===== src/rtl/ola_pkg.sv =====
`timescale 1ns / 1ps
// ----------------------------------------------------------------------------
// ola_pkg: shared definitions for the ordered list block
// Action and status codes plus the fixed field widths of the stream ports.
// ----------------------------------------------------------------------------
package ola_pkg;

    localparam int ITEM_W   = 32;
    localparam int ACTION_W = 2;
    localparam int STATUS_W = 2;
    localparam int COUNT_W  = 5;

    // Result stream data is padded up to whole bytes.
    localparam int M_DATA_W = ((ITEM_W + COUNT_W + 7) / 8) * 8;
    localparam int M_PAD_W  = M_DATA_W - ITEM_W - COUNT_W;

    localparam logic [ACTION_W-1:0] ACT_APPEND  = 2'd0;
    localparam logic [ACTION_W-1:0] ACT_DELETE  = 2'd1;
    localparam logic [ACTION_W-1:0] ACT_DISPLAY = 2'd2;

    localparam logic [STATUS_W-1:0] STAT_OK       = 2'd0;
    localparam logic [STATUS_W-1:0] STAT_FULL     = 2'd1;
    localparam logic [STATUS_W-1:0] STAT_NOTFOUND = 2'd2;
    localparam logic [STATUS_W-1:0] STAT_EMPTY    = 2'd3;

endpackage


===== src/rtl/ola_ram.sv =====
`timescale 1ns / 1ps
// ----------------------------------------------------------------------------
// ola_ram: simple dual-port RAM
// One write port and one read port; read data is registered and holds its
// value on cycles without a read enable.
// ----------------------------------------------------------------------------
module ola_ram #(
    parameter int WIDTH = 32,
    parameter int DEPTH = 16
) (
    input  logic                     aclk,
    input  logic                     wr_en,
    input  logic [$clog2(DEPTH)-1:0] wr_addr,
    input  logic [WIDTH-1:0]         wr_data,
    input  logic                     rd_en,
    input  logic [$clog2(DEPTH)-1:0] rd_addr,
    output logic [WIDTH-1:0]         rd_data
);

    logic [WIDTH-1:0] mem [DEPTH];

    always_ff @(posedge aclk) begin
        if (wr_en) begin
            mem[wr_addr] <= wr_data;
        end
        if (rd_en) begin
            rd_data <= mem[rd_addr];
        end
    end

endmodule


===== src/rtl/ordered_list_append_delete.sv =====
`timescale 1ns / 1ps
// ----------------------------------------------------------------------------
// ordered_list_append_delete: bounded ordered list with append/delete/display
// Keeps up to CAPACITY signed 32-bit values in arrival order in a RAM and
// walks it under a small sequencer for delete and display.
// ----------------------------------------------------------------------------
//  Channel | Direction | tdata                         | tuser       | tlast
//  s_      | in        | value[31:0]                   | action[1:0] | -
//  m_      | out       | item[31:0], count[36:32], pad | status[1:0] | last
//
// Append writes the RAM on the accepting edge, then issues the result. Delete
// is paced by the single RAM read port, which scans and then shifts one entry
// per cycle. Display reads one entry per cycle through the same read port
// while the result channel is not stalled.
// Reset clears the length and the sequencer; list contents are not cleared.
// A stalled result channel holds the sequencer in its display-output and
// result states; s_tready is high only while the sequencer is idle.
// ----------------------------------------------------------------------------
module ordered_list_append_delete
    import ola_pkg::*;
#(
    parameter int CAPACITY = 16
) (
    input  logic                aclk,
    input  logic                aresetn,
    input  logic                s_tvalid,
    output logic                s_tready,
    input  logic [ITEM_W-1:0]   s_tdata,   // value (signed)
    input  logic [ACTION_W-1:0] s_tuser,   // action
    output logic                m_tvalid,
    input  logic                m_tready,
    output logic [M_DATA_W-1:0] m_tdata,   // item (signed), count, zero pad
    output logic [STATUS_W-1:0] m_tuser,   // status
    output logic                m_tlast    // last
);

    localparam int AW = $clog2(CAPACITY);
    localparam int LW = $clog2(CAPACITY + 1);

    typedef enum logic [2:0] {
        ST_IDLE,
        ST_DEL_RD,
        ST_DEL_CMP,
        ST_SHIFT,
        ST_DISP_RD,
        ST_DISP_OUT,
        ST_RESULT
    } state_t;

    state_t                state_reg, state_next;
    logic [LW-1:0]         len_reg, len_next;
    logic [AW-1:0]         idx_reg, idx_next;
    logic [ITEM_W-1:0]     value_reg, value_next;
    logic [STATUS_W-1:0]   status_reg, status_next;

    logic                  m_valid_reg, m_valid_next;
    logic [ITEM_W-1:0]     m_item_reg, m_item_next;
    logic [STATUS_W-1:0]   m_status_reg, m_status_next;
    logic [COUNT_W-1:0]    m_count_reg, m_count_next;
    logic                  m_last_reg, m_last_next;

    logic                  ram_we;
    logic [AW-1:0]         ram_waddr;
    logic [ITEM_W-1:0]     ram_wdata;
    logic                  ram_re;
    logic [AW-1:0]         ram_raddr;
    logic [ITEM_W-1:0]     ram_rdata;

    logic [LW-1:0]         nxt1;
    logic [LW:0]           nxt2;
    logic                  out_free;

    assign nxt1     = LW'(idx_reg) + LW'(1);
    assign nxt2     = (LW + 1)'(idx_reg) + (LW + 1)'(2);
    assign out_free = !m_valid_reg || m_tready;

    assign s_tready = (state_reg == ST_IDLE);
    assign m_tvalid = m_valid_reg;
    assign m_tdata  = {{M_PAD_W{1'b0}}, m_count_reg, m_item_reg};
    assign m_tuser  = m_status_reg;
    assign m_tlast  = m_last_reg;

    ola_ram #(
        .WIDTH (ITEM_W),
        .DEPTH (CAPACITY)
    ) u_entries (
        .aclk    (aclk),
        .wr_en   (ram_we),
        .wr_addr (ram_waddr),
        .wr_data (ram_wdata),
        .rd_en   (ram_re),
        .rd_addr (ram_raddr),
        .rd_data (ram_rdata)
    );

    always_comb begin
        state_next    = state_reg;
        len_next      = len_reg;
        idx_next      = idx_reg;
        value_next    = value_reg;
        status_next   = status_reg;
        m_valid_next  = m_valid_reg && !m_tready;
        m_item_next   = m_item_reg;
        m_status_next = m_status_reg;
        m_count_next  = m_count_reg;
        m_last_next   = m_last_reg;
        ram_we        = 1'b0;
        ram_waddr     = idx_reg;
        ram_wdata     = ram_rdata;
        ram_re        = 1'b0;
        ram_raddr     = idx_reg;

        case (state_reg)
            ST_IDLE: begin
                if (s_tvalid) begin
                    value_next = s_tdata;
                    idx_next   = '0;
                    case (s_tuser)
                        ACT_APPEND: begin
                            if (len_reg < LW'(CAPACITY)) begin
                                ram_we      = 1'b1;
                                ram_waddr   = len_reg[AW-1:0];
                                ram_wdata   = s_tdata;
                                len_next    = len_reg + LW'(1);
                                status_next = STAT_OK;
                            end else begin
                                status_next = STAT_FULL;
                            end
                            state_next = ST_RESULT;
                        end
                        ACT_DELETE: begin
                            if (len_reg == '0) begin
                                status_next = STAT_EMPTY;
                                state_next  = ST_RESULT;
                            end else begin
                                state_next = ST_DEL_RD;
                            end
                        end
                        ACT_DISPLAY: begin
                            if (len_reg == '0) begin
                                status_next = STAT_EMPTY;
                                state_next  = ST_RESULT;
                            end else begin
                                state_next = ST_DISP_RD;
                            end
                        end
                        default: begin
                            // Unused action code: the transaction is dropped.
                            state_next = ST_IDLE;
                        end
                    endcase
                end
            end
            ST_DEL_RD: begin
                ram_re     = 1'b1;
                state_next = ST_DEL_CMP;
            end
            ST_DEL_CMP: begin
                // Read data holds the entry at idx_reg.
                if (ram_rdata == value_reg) begin
                    if (nxt1 < len_reg) begin
                        ram_re     = 1'b1;
                        ram_raddr  = nxt1[AW-1:0];
                        state_next = ST_SHIFT;
                    end else begin
                        len_next    = len_reg - LW'(1);
                        status_next = STAT_OK;
                        state_next  = ST_RESULT;
                    end
                end else if (nxt1 < len_reg) begin
                    ram_re    = 1'b1;
                    ram_raddr = nxt1[AW-1:0];
                    idx_next  = nxt1[AW-1:0];
                end else begin
                    status_next = STAT_NOTFOUND;
                    state_next  = ST_RESULT;
                end
            end
            ST_SHIFT: begin
                // Read data holds the entry after idx_reg; move it down one slot.
                ram_we   = 1'b1;
                idx_next = nxt1[AW-1:0];
                if (nxt2 < (LW + 1)'(len_reg)) begin
                    ram_re    = 1'b1;
                    ram_raddr = nxt2[AW-1:0];
                end else begin
                    len_next    = len_reg - LW'(1);
                    status_next = STAT_OK;
                    state_next  = ST_RESULT;
                end
            end
            ST_DISP_RD: begin
                ram_re     = 1'b1;
                state_next = ST_DISP_OUT;
            end
            ST_DISP_OUT: begin
                if (out_free) begin
                    m_valid_next  = 1'b1;
                    m_item_next   = ram_rdata;
                    m_status_next = STAT_OK;
                    m_count_next  = COUNT_W'(len_reg);
                    m_last_next   = (nxt1 == len_reg);
                    if (nxt1 == len_reg) begin
                        state_next = ST_IDLE;
                    end else begin
                        ram_re    = 1'b1;
                        ram_raddr = nxt1[AW-1:0];
                        idx_next  = nxt1[AW-1:0];
                    end
                end
            end
            ST_RESULT: begin
                if (out_free) begin
                    m_valid_next  = 1'b1;
                    m_item_next   = '0;
                    m_status_next = status_reg;
                    m_count_next  = COUNT_W'(len_reg);
                    m_last_next   = 1'b1;
                    state_next    = ST_IDLE;
                end
            end
            default: begin
                state_next = ST_IDLE;
            end
        endcase
    end

    always_ff @(posedge aclk) begin
        if (!aresetn) begin
            state_reg   <= ST_IDLE;
            len_reg     <= '0;
            m_valid_reg <= 1'b0;
        end else begin
            state_reg   <= state_next;
            len_reg     <= len_next;
            m_valid_reg <= m_valid_next;
        end
        idx_reg      <= idx_next;
        value_reg    <= value_next;
        status_reg   <= status_next;
        m_item_reg   <= m_item_next;
        m_status_reg <= m_status_next;
        m_count_reg  <= m_count_next;
        m_last_reg   <= m_last_next;
    end

    // The list never holds more entries than its capacity.
    assert property (@(posedge aclk) disable iff (!aresetn)
        len_reg <= LW'(CAPACITY))
        else $error("list length exceeds capacity");

    // Only a display produces results that are not the last of their item.
    assert property (@(posedge aclk) disable iff (!aresetn)
        m_tvalid && !m_tlast |-> m_tuser == STAT_OK)
        else $error("non-final result with a non-ok status");

    // An empty-list status always reports a count of zero.
    assert property (@(posedge aclk) disable iff (!aresetn)
        m_tvalid && m_tuser == STAT_EMPTY |-> m_tdata[ITEM_W +: COUNT_W] == '0)
        else $error("empty status with nonzero count");

    // An append to a full list leaves the length unchanged.
    assert property (@(posedge aclk) disable iff (!aresetn)
        s_tvalid && s_tready && s_tuser == ACT_APPEND && len_reg == LW'(CAPACITY)
        |=> $stable(len_reg))
        else $error("append to full list changed the length");

endmodule

===== config.mk =====
export PLATFORM = sky130hd
export DESIGN_NAME = ordered_list_append_delete
export DESIGN_NICKNAME = d
export VERILOG_FILES = /design/src/rtl/ola_pkg.sv /design/src/rtl/ola_ram.sv /design/src/rtl/ordered_list_append_delete.sv
export SDC_FILE = /design/constraint.sdc
export NUM_CORES = 1
export LEC_CHECK = 0
export CORE_ASPECT_RATIO = 0.75
export CORE_UTILIZATION = 23
export CTS_CLUSTER_DIAMETER = 30
export DETAILED_ROUTE_END_ITERATION = 10
export DONT_BUFFER_PORTS = 1
export SYNTH_ARGS = -nofsm -noshare
export SYNTH_HDL_FRONTEND = slang
export SYNTH_SLANG_ARGS = --single-unit

===== constraint.sdc =====
create_clock -name aclk -period 6.4 [get_ports aclk]
set_input_delay 0.96 -clock aclk [delete_from_list [all_inputs] [get_ports aclk]]
set_output_delay 0.96 -clock aclk [all_outputs]
set_load 0.03 [all_outputs]

; Word-level counts from Yosys, hierarchy flattened
; Memories as Yosys holds them, arrays and structs flattened. A register that Yosys moved wholly into a read port is not among the register bits.
; Index checks and enable logic that the tools add are counted.
[op_classes]
add_sub_neg = 4
order_cmp = 3
n_eq_ne = 23
muxes = 66
reduce_logical = 20
[op_table]
columns = operator, count
row1 = $mux W32, 6
row2 = $pmux W32 S2, 1
row3 = $mux W4, 10
row4 = $eq A32 B32 Y1, 1
row5 = $mux W5, 6
row6 = $mux W3, 9
row7 = $pmux W3 S7, 1
row8 = $mux W2, 9
row9 = $ne A2 B2 Y1 const B, 8
row10 = $pmux W4 S4, 1
row11 = $pmux W5 S3, 1
row12 = $mux W1, 14
row13 = $pmux W4 S3, 1
row14 = $reduce_and A6 Y1, 2
row15 = $lt A5 B5 Y1, 2
row16 = $eq A3 B3 Y1 const B, 3
row17 = $pmux W3 S3, 1
row18 = $pmux W2 S2, 2
row19 = $reduce_and A7 Y1, 1
row20 = $eq A3 B2 Y1 const B, 2
row21 = $ne A3 B2 Y1 const B, 2
row22 = $pmux W2 S3, 1
row23 = $reduce_and A3 Y1, 2
row24 = $reduce_or A2 Y1, 3
row25 = 23 further kinds, 27
[word_totals]
regBits = 87
ramBits = 512
input_bits = 38
out_inout_bits = 45
word_cells = 127
memories = 1
[mem_list]
columns = name, words, width, rd, rd_clocked_by_memory_dff, wr, line
row1 = u_entries.mem, 16, 32, 1, 1, 1, ola_ram.sv:20  ; logic [WIDTH-1:0] mem [DEPTH];

; Longest topological paths before layout
; Gate-level depths: netlist (run 1).
[depth]
word_depth = 7
depth_mapped = 15
ltp_nobuf = 12

; By module
; From an unflattened synthesis (run 1), not the netlist that was laid out.
[unflattened]
hier_cells = 1236
hier_area_um2 = 24900.1
[modules_own_cells]
columns = module, n_inst, cells_per_inst, area_per_inst_um2, seq_area_each_um2
row1 = ola_ram, 1, 838, 20155.6, 16335.7
row2 = ordered_list_append_delete, 1, 398, 4744.6, 2522.4

; Worst setup path before layout (run 1)
; Ideal clock, no wire load.
[synth_path]
path_type = reg-to-reg
start = register state_reg[0]
end = memory u_entries.mem[0][0] (enable)
setup_time_ns = 0.421
arrival_time_ns = 4.472
required_ns = 5.979
path_slack_ns = 1.507
path_stages_with_launch = 9
path_buffers = 2
synth_period_minus_slack_ns = 4.893
path_cell_list = dfxtp_1 clkbuf_1 nor3_1 and2_1 nand2_1 clkbuf_1 o21ai_0 o21ai_0 nor2_1
[synth_via]
elab_chain_len = 4
elab_cells_between_ends = 6
classes_between = 1 x eq/ne / 4 x mux / 1 x reduce/logical
[synth_rtl]
columns = item, line
row1 = start: declaration, ordered_list_append_delete.sv:50  ; state_t state_reg, state_next;
row2 = start signal: assignment, ordered_list_append_delete.sv:234  ; state_reg <= state_next;
row3 = $logic_not A3 Y1 (*), -
row4 = via s_tready, ordered_list_append_delete.sv:27  ; output logic s_tready,
row5 = $pmux W1 S2, ordered_list_append_delete.sv:113  ; case (state_reg)
row6 = $mux W1, ola_ram.sv:23  ; if (wr_en) begin
row7 = $mux W1 (not written as such), ola_ram.sv:24  ; mem[wr_addr] <= wr_data;
row8 = end: declaration, ola_ram.sv:20
; Mark *: on every way through the listed nets, which the timed path passes. The rest lies on a longest branch.

; Worst setup path after layout (run 1)
[layout_path]
start = register idx_reg[0]
end = register u_entries.rd_data[22], read port of u_entries.mem, data pin
[layout_via]
elab_chain_len = 5
elab_cells_between_ends = 15
classes_between = 2 x add/sub / 2 x order compare / 1 x eq/ne / 10 x mux
[layout_rtl]
columns = item, line
row1 = start: declaration, ordered_list_append_delete.sv:52  ; logic [AW-1:0] idx_reg, idx_next;
row2 = start signal: assignment, ordered_list_append_delete.sv:238  ; idx_reg <= idx_next;
row3 = "parallel branches: the longest is 5 deep, another holds $add A4 B2 Y5", -
row4 = end: declaration, ola_ram.sv:17  ; output logic [WIDTH-1:0] rd_data
; Several ways; the timed one is not identified.
; A chain may end at the register's enable or synchronous reset.

==> metrics.md, run 1 <==
| Metric | Value |
|---|---|
| Status | complete, no violations |
| Hold Buf Count CTS | 0 |
| Die ar. | roughly 110000 µm² |
| Share of the synthesized area in the top cell type | 72.1% |
| Gr usage total | approximately an eighth |
| Clock sink count | 631 |
| RePlAce Congestion | 0.849 |
| CP arrival | 5140 ps |
| Fraction of layout cells with a size suffix above 1 | between 10% and 20% |
| Fin nets | roughly 2000 |
| Syn avg cell area | roughly 13 µm² |
| Final hold vios | 0 |
| # resized after CTS | 0 |
| RR Startpoint | idx_reg[0]$_DFFE_PP_ |
| CTS max path bufs | 3 |
| Overall power | around 18 mW |
| Post-synth top flop | edfxtp_1 |
| Largest area contributor in the netlist | edfxtp_1 |
| HPWL after DPL | 38500 µm |
| Post-CTS setup buffer count | 0 |
| Num CTS Buffers | between 100 and 150 |
| Post-synth EDFFs | approximately 620 |
| Fmax | about 210 MHz |
| Synth-to-layout area growth | 21.7% |
| Grt met1 use | around 16% |
| Port Buffers | 0 |
| Row cnt | 106 |
| Leak | between 10 and 15 nW |
| Routed vias | roughly 16000 |
| Largest cells by area after synthesis | edfxtp_1 (72%), nand2_1 (7.3%), mux2i_1 (3.7%), a21oi_1 (2.7%), nand3_1 (1.5%) |
| Clk root buf | clkbuf_16 |
| Ys Warns | 0 |
| Pre-antenna DRT Iters | 5 |
| Hold Startpoint | s_tdata[26] |
| Fraction of registers with async set/reset | 0% |
| Vias in the first global route | 15300 |
| Critical Path Source Type | register |
| Post-Route WL | roughly 70000 µm |
| Met2 usage | roughly a fifth |
| Max Cap Viol | 0 |
| Initial antenna violation count | 9 |
| First-pass GRT wire length | slightly above 100000 µm |
| Critical Path Source | idx_reg[0]$_DFFE_PP_ |
| WL per Instance | ~20 µm |
| Die height | between 200 and 300 µm |
| FF-to-FF setup slack | between 1500 and 2000 ps |
| Period utilisation layout | 74.7% |
| Cell area power density | 579 nW/µm² |
| Post-route ant nets | 0 |
| DRC violations left | 0 |
| Nature of the critical path endpoint | register |
| Slew margin rel. | approximately 22% |
| Worst Hold Class | primary input to register |
| Min Clock Period, post-route | about 4800 ps |
| Unique masters post-synth | 57 |
| Mapped Cells | 1943 |
| Die width | a little under 400 µm |
| Most numerous cell in the Yosys netlist | edfxtp_1 |
| Starting Density | 23.2% |
| Final Non-Filler Cells | between 3000 and 4000 |
| Grt peak-use layer | met2 |
| Worst slew pin tran | 1170 ps |
| CTS tree | built |
| Yosys reg bits | approximately 630 |
| 1st-iter DRT viols | 1946 |
| Met3 GRT Util | approximately 3.5% |
| Reg with most FFs | u_entries.mem |
| Max reg flops | ~510 |
| Vias per std cell | 4.38 |
| CP Max Fanout | 44 |
| Setup violations, final | 0 |
| Grt total ovfl | 0 |
| H-tree levels | 3 |
| Core ar. | 112000 µm² |
| DP Cell Count | around 3400 |
| Max-slew violations | 0 |
| Cell Area, Synth | approximately 26000 µm² |
| I/O pin count | 83 |
| Critical path type | register to register |
| Synth top cells by count | edfxtp_1 (622), nand2_1 (502), a21oi_1 (141) |
| Fin util | roughly 28% |
| Clock transition at the registers of the reported paths | approximately 50 ps |
| Worst-Skew Late Latency | around 670 ps |
| Data required, critical path | 6760 ps |
| Fill cells | 11200 |
| Sequential area share after synthesis | between 70% and 80% |
| Clk_skew | 42.7 ps |
| Setup TNS | 0 ps |
| Largest net degree at the start of global routing | 195 |
| Unrepaired setup endpoints after global routing | no |
| Worst vdd ir | ~0.81 mV |
-- placed cells by master, fill, tap and decap left out, types with 33 or more instances in the layout --
cell,netlist,final
edfxtp_1,622,622
xnor2_1,39,37
mux2i_1,96,96
nand3_1,76,76
a21oi_1,141,141
clkbuf_16,0,110
a32oi_1,33,33
and2_1,40,38
nand2_1,502,499
nor2_1,97,78
-- per-stage QoR --
step	area (µm²)	hold WS (ps)	setup slack, ps
4_1_cts	31500	349	1660
3_3_place_gp	27800	537	1760
6_report	31500	383	1620
5_1_grt	31500	348	1330
2_1_floorplan	25900	476	1510
3_5_place_dp	27800	533	1700
-- cells by family after synthesis --
family                   synth area share, %
XOR/XNOR                                1.45
AO/OA/AOI/OAI                           6.42
multiplexers                            3.77
AND/OR/NAND/NOR                         12.4
adder cells (fa/ha/maj)                0.996
other                                 0.0145
flip-flops                              72.8
buffers and inverters                   2.14
-- report_power, final --
part           switching [mW]  internal, mW  total (mW)
logic                    4.50          1.91        6.41
clock network            2.12          3.63        5.76
registers               0.367          5.69        6.06
-- path summary, 6_finish.rpt --
kind / end / cells past startpoint
hold reg to reg: m_tuser[0]$_SDFFCE_PP0P_ / 2
hold / removal: value_reg[26]$_DFFE_PP_ / 0
setup / recovery: u_entries.rd_data[22]$_DFFE_PP_ / 13
setup reg to reg: u_entries.rd_data[22]$_DFFE_PP_ / 13
-- layer usage --
layer,vias up,routed length (µm)
li1,7205,-
met1,7714,30200
met2,665,32300
met3,128,6190
met4,6,1710
met5,-,40
-- cell type report --
| cell class | instances | area (µm²) | share of cell area (%) |
|---|---|---|---|
| inverters | 19 | 71.3 | 0.226 |
| multi-input cells | 1186 | 6650 | 21.1 |
| clock buffers | 116 | 2780 | 8.81 |
| diodes | 2 | 5.00 | 0.0159 |
| well taps | 1512 | 1890 | 6.01 |
| flip-flops and latches | 631 | 18900 | 59.9 |
| clock inverters | 92 | 937 | 2.97 |
| repair buffers | 33 | 310 | 0.985 |
-- critical path, stage by stage, from the launching register on --
cell      delay (ps)
edfxtp_1         620
ha_1             280
inv_1            110
nor3_1           220
ha_1             290
and3_1           250
o21a_1           130
nor3_1           450
a32o_1           280
a2111o_2         650
buf_4            600
nand3_1          150
a32oi_1          240
o221ai_1         140
Note: power is estimated with default switching activity, not from simulation.
==> run 2: changes to the inputs <==
Settings changed: ABC_AREA set to 1.
Clock period 6.4 ns to 4.9 ns, I/O delays scaled along.
==> run 2 against run 1 <==
Against the previous run:
- design area up 7.8%
- combinational power rose by 43%
- synthesized cell count rose by 36%
- sequential cell count unchanged
- non-clock buffer count up 14
- fmax up 16%
- core utilization fell by 0.45 points
- global-route usage grew 0.14 points
- via count rose by 24%
- highest routed layer unchanged
- critical endpoint is now u_entries.rd_data[16]$_DFFE_PP_
- first-iteration DRC count grew 13%
- clock power rose by 29%
==> metrics.md, run 2 <==
| Metric | Value |
|---|---|
| Status | complete, no violations |
| Post-synth top flop | edfxtp_1 |
| Fin nets | ~2700 |
| Reg with most FFs | u_entries.mem |
| Die width | 408 µm |
| Syn avg cell area | 10.7 µm² |
| Data required, critical path | about 5300 ps |
| Area of the multi-input gates | between 7000 and 8000 µm² |
| Synth Area in Simple Gates | around 22% |
| Worst Hold Class | primary input to register |
| DP Area | roughly 30000 µm² |
| Starting Density | roughly 23% |
| Nature of the critical path endpoint | register |
| Hold Buf Count CTS | 0 |
| Synth top cells by count | nand2_1 (672), edfxtp_1 (622), inv_1 (355) |
| Die ar. | between 100000 and 150000 µm² |
| HPWL after DPL | approximately 40000 µm |
| Leak | 13.3 nW |
| Critical-path cell list | ha_1 -> xnor2_1 -> inv_1 -> ha_1 -> nand2_1 -> nand2_1 -> nand2_1 -> nand3_2 -> nor2_1 -> inv_2 -> nand2_1 -> nand2_1 -> nand2_1 -> inv_1 -> o211ai_4 -> clkinv_1 -> buf_4 -> nand3_1 -> nand2_1 |
| Final hold vios | 0 |
| 1st-iter DRT viols | between 2000 and 2500 |
| Clock transition at the registers of the reported paths | approximately 60 ps |
| Port Buffers | 0 |
| CTS tree | built |
| Most common cell after layout, fill and taps aside | nand2_1 |
| CTS max path bufs | 3 |
| FF-to-FF setup slack | 790 ps |
| Clock sink count | around 630 |
| Mapped Cells | around 2600 |
| Post-route ant nets | 0 |
| Period utilisation layout | about 84% |
| Core ar. | roughly 120000 µm² |
| Critical path type | register to register |
| Worst-Skew Late Latency | about 670 ps |
| Fmax | ~240 MHz |
| Num CTS Buffers | 104 |
| Vias in the first global route | approximately 19000 |
| DRC violations left | 0 |
| Clk root buf | clkbuf_16 |
| CP Max Fanout | 20 |
| Max reg flops | just over 500 |
| Pre-CTS WS | 914 ps |
| Share of the synthesized area in the top cell type | 65.8% |
| Max-slew violations | 0 |
| Gr usage total | approximately an eighth |
| Worst slew pin tran | roughly 1300 ps |
| Worst stage delay on the critical path | between 500 and 600 ps |
| Most numerous cell in the Yosys netlist | nand2_1 |
| I/O pin count | between 80 and 90 |
| Unrepaired setup endpoints after global routing | no |
| Max Cap Viol | 0 |
| Initial antenna violation count | 2 |
| Sequential area share after synthesis | between 60% and 70% |
| Xor and xnor area share after synthesis | 0.771% |
| Sequential cell area | between 15000 and 20000 µm² |
| Compound-Gate Fraction of Synth Area | less than 1% |
| Row cnt | ~110 |
| Post-CTS setup buffer count | 0 |
| Worst vdd ir | 1.00 mV |
| Critical Path Source Type | register |
| WL per Instance | 18.0 µm |
| Vias per std cell | ~4.5 |
| Clk_skew | 27.6 ps |
| Post-Route WL | 78500 µm |
| Largest area contributor in the netlist | edfxtp_1 |
| Ys Warns | 0 |
| First-pass GRT wire length | between 100000 and 150000 µm |
| Grt total ovfl | 0 |
| Setup violations, final | 0 |
| Largest net degree at the start of global routing | between 100 and 150 |
| Critical path's top delay family | buffers and inverters |
| Die height | 306 µm |
| Fill cells | roughly 13000 |
| Post-Synth Adder-Cell Area | 0.908% |
| H-tree levels | 3 |
| Min Clock Period, post-route | approximately 4100 ps |
| Routed vias | just under 20000 |
| Worst setup margin | around 790 ps |
| Slew margin rel. | roughly 14% |
| Design area | about 34000 µm² |
| Fraction of registers with async set/reset | 0% |
| Fraction of layout cells with a size suffix above 1 | 10.7% |
| RePlAce Congestion | 0.813 |
| Cell area power density | 719 nW/µm² |
| Largest family of logic cells by synthesized area | simple AND/OR/NAND/NOR gates |
| Most frequent CP cell | nand2_1 |
| CP arrival | around 4500 ps |
| Post-synthesis mux area share | 0.992% |
| Unique masters post-synth | 32 |
| Critical Path Slowest Stage Cell | edfxtp_1 |
| Yosys reg bits | approximately 630 |
| Buf+Inv Stages, Crit Path | 5 |
| Synth-to-layout area growth | 19.7% |
| Setup TNS | 0 ps |
| Largest cells by area after synthesis | edfxtp_1 (66%), nand2_1 (8.9%), nand3_1 (6.1%), nand4_1 (5.8%), inv_1 (4.7%) |
| # resized after CTS | 0 |
| Pre-antenna DRT Iters | 6 |
| Post-synth EDFFs | approximately 620 |
| Commonest cells after routing, fill and taps aside | nand2_1 (671), edfxtp_1 (622), inv_1 (354) |
| Cell Area, Synth | around 28000 µm² |
-- run 2: layer usage --
layer	track usage (%)	wire length [µm]	vias to the layer above	part of all wire, %
met5	0	13	-	0.017
met4	2.96	1230	2	1.6
met3	2.93	6150	99	7.8
met2	19.7	36800	699	47
met1	16.9	34300	9551	44
li1	-	-	9139	-
-- run 2: power by group --
group / internal, mW / total, mW / switching (mW)
registers: 7.42 / 7.84 / 0.426
logic: 2.59 / 9.16 / 6.58
clock network: 4.69 / 7.42 / 2.73
total: 14.7 / 24.4 / 9.73
-- run 2: worst paths after layout --
| check | cells past startpoint | to | startpoint |
|---|---|---|---|
| max | 19 | u_entries.rd_data[16]$_DFFE_PP_ | idx_reg[0]$_DFFE_PP_ |
| min | 0 | value_reg[4]$_DFFE_PP_ | s_tdata[4] |
| max reg2reg | 19 | u_entries.rd_data[16]$_DFFE_PP_ | idx_reg[0]$_DFFE_PP_ |
| min reg2reg | 0 | m_count_reg[4]$_DFFE_PP_ | len_reg[4]$_SDFFE_PN0P_ |
-- run 2: metrics by stage --
step	instances	hold WS (ps)	total power, mW	utilization (%)
3_5_place_dp	4162	503	17.1	24.8
6_report	4363	154	24.4	27.8
5_1_grt	4360	118	25.9	27.8
2_1_floorplan	2646	454	14.2	-
3_3_place_gp	4162	503	17.0	24.8
4_1_cts	4360	113	24.5	27.8
-- run 2: cell type report --
class | instances | share of cell area, %
Timing Repair Buffer | 47 | 1.63
Clock inverter | 83 | 2.83
Sequential cell | 631 | 55.5
Multi-Input combinational cell | 1484 | 22.1
Antenna cell | 3 | 0.0221
Tap cell | 1638 | 6.03
Inverter | 362 | 4.01
Clock buffer | 115 | 7.81
-- run 2: kinds of logic after synthesis --
family / count (synthesis)
AOI/OAI and AO/OA: 52
xor gates and xnor gates: 25
adders and majority gates: 20
buffers and inverters: 531
DFF: 631
muxes: 25
other: 1
and+or+nand+nor: 1359
-- run 2: worst reg2reg max path: stages, from the launching register on --
cell and delay [ps]:
edfxtp_1 550, ha_1 310, xnor2_1 220, inv_1 80
ha_1 290, nand2_1 70, nand2_1 50, nand2_1 120
nand3_2 160, nor2_1 280, inv_2 80, nand2_1 80
nand2_1 50, nand2_1 50, inv_1 70, o211ai_4 100
clkinv_1 550, buf_4 510, nand3_1 160, nand2_1 70
==> run 3: changes to the inputs <==
Settings changed: ABC_AREA 1 to 0.
Clock period 4.9 ns to 4.26 ns, I/O delays scaled along.
==> run 3 against run 2 <==
Against the previous run:
- die area down 8.7%
- largest power group unchanged
- total power up 16%
- critical endpoint is now u_entries.rd_data[17]$_DFFE_PP_
- final cell count down 17%
- largest cell class unchanged
- sequential power up 15%
- first-iteration DRC count down 18%
- count of clock-buffer cells in the layout up 1
- critical path depth down 5
- sequential cell count unchanged
- wire length down 7.9%
==> metrics.md, run 3 (synthesis gave the netlist of run 1 again) <==
| Metric | Value |
|---|---|
| Flop pwr share | a little under a third |
| Clock sink count | 631 |
| Status | complete, no violations |
| RePlAce Congestion | roughly 0.84 |
| Clk root buf | clkbuf_16 |
| Num CTS Buffers | about 110 |
| Grt total ovfl | 0 |
| Final hold vios | 0 |
| Clk_skew | around 30 ps |
| Synth-to-layout area growth | 24.0% |
| Vias per std cell | 4.41 |
| Most common cell after layout, fill and taps aside | edfxtp_1 |
| Overall power | ~28 mW |
| Slew margin rel. | 30.0% |
| Cell area power density | between 800 and 900 nW/µm² |
| Worst vdd ir | around 0.90 mV |
| Switching part of the total | approximately 38% |
| Setup violations, final | 0 |
| Reg with most FFs | u_entries.mem |
| I/O pin count | 83 |
| Fraction of layout cells with a size suffix above 1 | 14.2% |
| Core ar. | 112000 µm² |
| CTS max path bufs | 3 |
| Post-CTS setup buffer count | 0 |
| Port Buffers | 0 |
| Max-slew violations | 0 |
| Die width | 389 µm |
| Die ar. | 114000 µm² |
| CP arrival | ~4300 ps |
| Gate power share | between 30% and 40% |
| Setup TNS | 0 ps |
| Routed vias | approximately 16000 |
| Fill cells | ~11000 |
| Hold Startpoint | s_tdata[31] |
| Hold Path Sink | value_reg[31]$_DFFE_PP_ |
| First-pass GRT wire length | 106000 µm |
| Leak | 11.1 nW |
| Clock power share | a little under a third |
| CP Max Fanout | 19 |
| Fmax | around 260 MHz |
| Unrepaired setup endpoints after global routing | no |
| Post-Route WL | between 70000 and 80000 µm |
| Min Clock Period, post-route | ~3900 ps |
| WL per Instance | about 20 µm |
| FF-to-FF End | u_entries.rd_data[17]$_DFFE_PP_ |
| Switch Pwr | ~11 mW |
| Power Internal | 17.6 mW |
| Gr usage total | roughly an eighth |
| Clock transition at the registers of the reported paths | 60 ps |
| Design area | 32100 µm² |
| Max reg flops | slightly above 500 |
| Period utilisation layout | roughly nine tenths |
| Initial antenna violation count | 7 |
| Vias in the first global route | roughly 15000 |
| DRC violations left | 0 |
| Commonest cells after routing, fill and taps aside | edfxtp_1 (622), nand2_1 (499), a21oi_1 (141) |
| Worst-Skew Late Latency | ~650 ps |
| Starting Density | 23.2% |
| Worst Hold Class | primary input to register |
| Die height | 293 µm |
| Worst slew pin tran | around 1000 ps |
| CTS tree | built |
| Hold Crit Depth | 0 |
| DP Area | ~28000 µm² |
| Critical Path Source Type | register |
| Pre-antenna DRT Iters | 5 |
| Row cnt | approximately 110 |
| Area of the multi-input gates | approximately 6700 µm² |
| Critical path type | register to register |
| Nature of the critical path endpoint | register |
| H-tree levels | 3 |
| Data required, critical path | 4640 ps |
| Max Cap Viol | 0 |
| Fin nets | 2082 |
| 1st-iter DRT viols | 1812 |
| Largest net degree at the start of global routing | between 90 and 100 |
| Post-route ant nets | 0 |
| Sequential cell area | about 19000 µm² |
| HPWL after DPL | between 40000 and 50000 µm |
| FF-to-FF setup slack | ~380 ps |
| RR Startpoint | idx_reg[2]$_DFFE_PP_ |
| R2r worst-path depth | 14 |
[run 3: cell count changes in the layout (fill, tap and decap cells not counted), moves of 20 or more]
cell / delta
nor2_1: +41
a32oi_1: +33
buf_4: +20
nand4_1: -249
mux2_2: -25
a21oi_1: +120
inv_1: -336
nand3_1: -268
mux2i_1: +96
and2_1: +38
o221ai_1: +31
nand2_1: -172
[run 3: cell type report]
| type | instances | area share [%] |
|---|---|---|
| antenna | 1 | 0.00779 |
| clock buffer | 116 | 8.58 |
| clock inverter | 85 | 2.85 |
| inverter | 19 | 0.222 |
| multi-input combinational | 1186 | 20.8 |
| sequential | 631 | 58.7 |
| tap | 1512 | 5.89 |
| timing repair buffer | 79 | 2.94 |
[run 3: worst max-delay path by stage]
| stage | from | end | slack [ps] | depth (start not counted) |
|---|---|---|---|---|
| CTS | idx_reg[1]$_DFFE_PP_ | u_entries.rd_data[20]$_DFFE_PP_ | 310 | 13 |
| finish | idx_reg[2]$_DFFE_PP_ | u_entries.rd_data[17]$_DFFE_PP_ | 380 | 14 |
| global placement | idx_reg[1]$_DFFE_PP_ | u_entries.rd_data[10]$_DFFE_PP_ | 390 | 13 |
| floorplan | state_reg[0]$_SDFFE_PN0P_ | u_entries.mem[7][0]$_DFFE_PP_ | -220 | 7 |
| global route | idx_reg[1]$_DFFE_PP_ | u_entries.rd_data[17]$_DFFE_PP_ | 130 | 14 |
| detailed placement | idx_reg[1]$_DFFE_PP_ | u_entries.rd_data[11]$_DFFE_PP_ | 320 | 13 |
[run 3: repair_timing]
| action | CTS | global route |
|---|---|---|
| resized for setup | 0 | 1 |
| setup endpoints to repair | 0 | 7 |
| hold buffers | 0 | 0 |
[run 3: through the flow]
stage                     instances  hold slack (ps)  util [%]  worst slack [ps]
final                          3629             77.9      28.8               383
after global routing           3628             54.9      28.8               131
after CTS                      3628             49.7      28.8               312
after detailed placement       3427              542      25.5               318
after global placement         3427              528      25.5               393
after floorplan                1945              476         -              -223
[run 3: layer usage]
metal | vias up | track usage, % | routed length, µm
met3 | 116 | 3.55 | 6430
met2 | 621 | 19.2 | 32900
met1 | 7932 | 17.2 | 31400
met5 | - | 0 | 77
li1 | 7308 | - | -
met4 | 10 | 3.39 | 1450
[run 3: power groups by stage]
stage	registers, mW	logic [mW]	clock network (mW)
after global routing	9.07	11.6	8.98
after detailed placement	9.13	10.6	0
final	9.01	10.6	8.60
after floorplan	8.95	6.81	0
after CTS	9.02	10.6	8.71
after global placement	9.12	10.5	0
[run 3: critical path, stage by stage, from the launching register on]
cell       delay (ps)
edfxtp_1          460
ha_1              240
buf_4             160
xor2_1            140
ha_1              320
a21o_1            200
a21oi_2           160
nand2_1           160
mux2_4            360
a2111oi_4         370
buf_12            230
buf_4             310
nand3_1           130
a32oi_1           210
o221ai_1          130
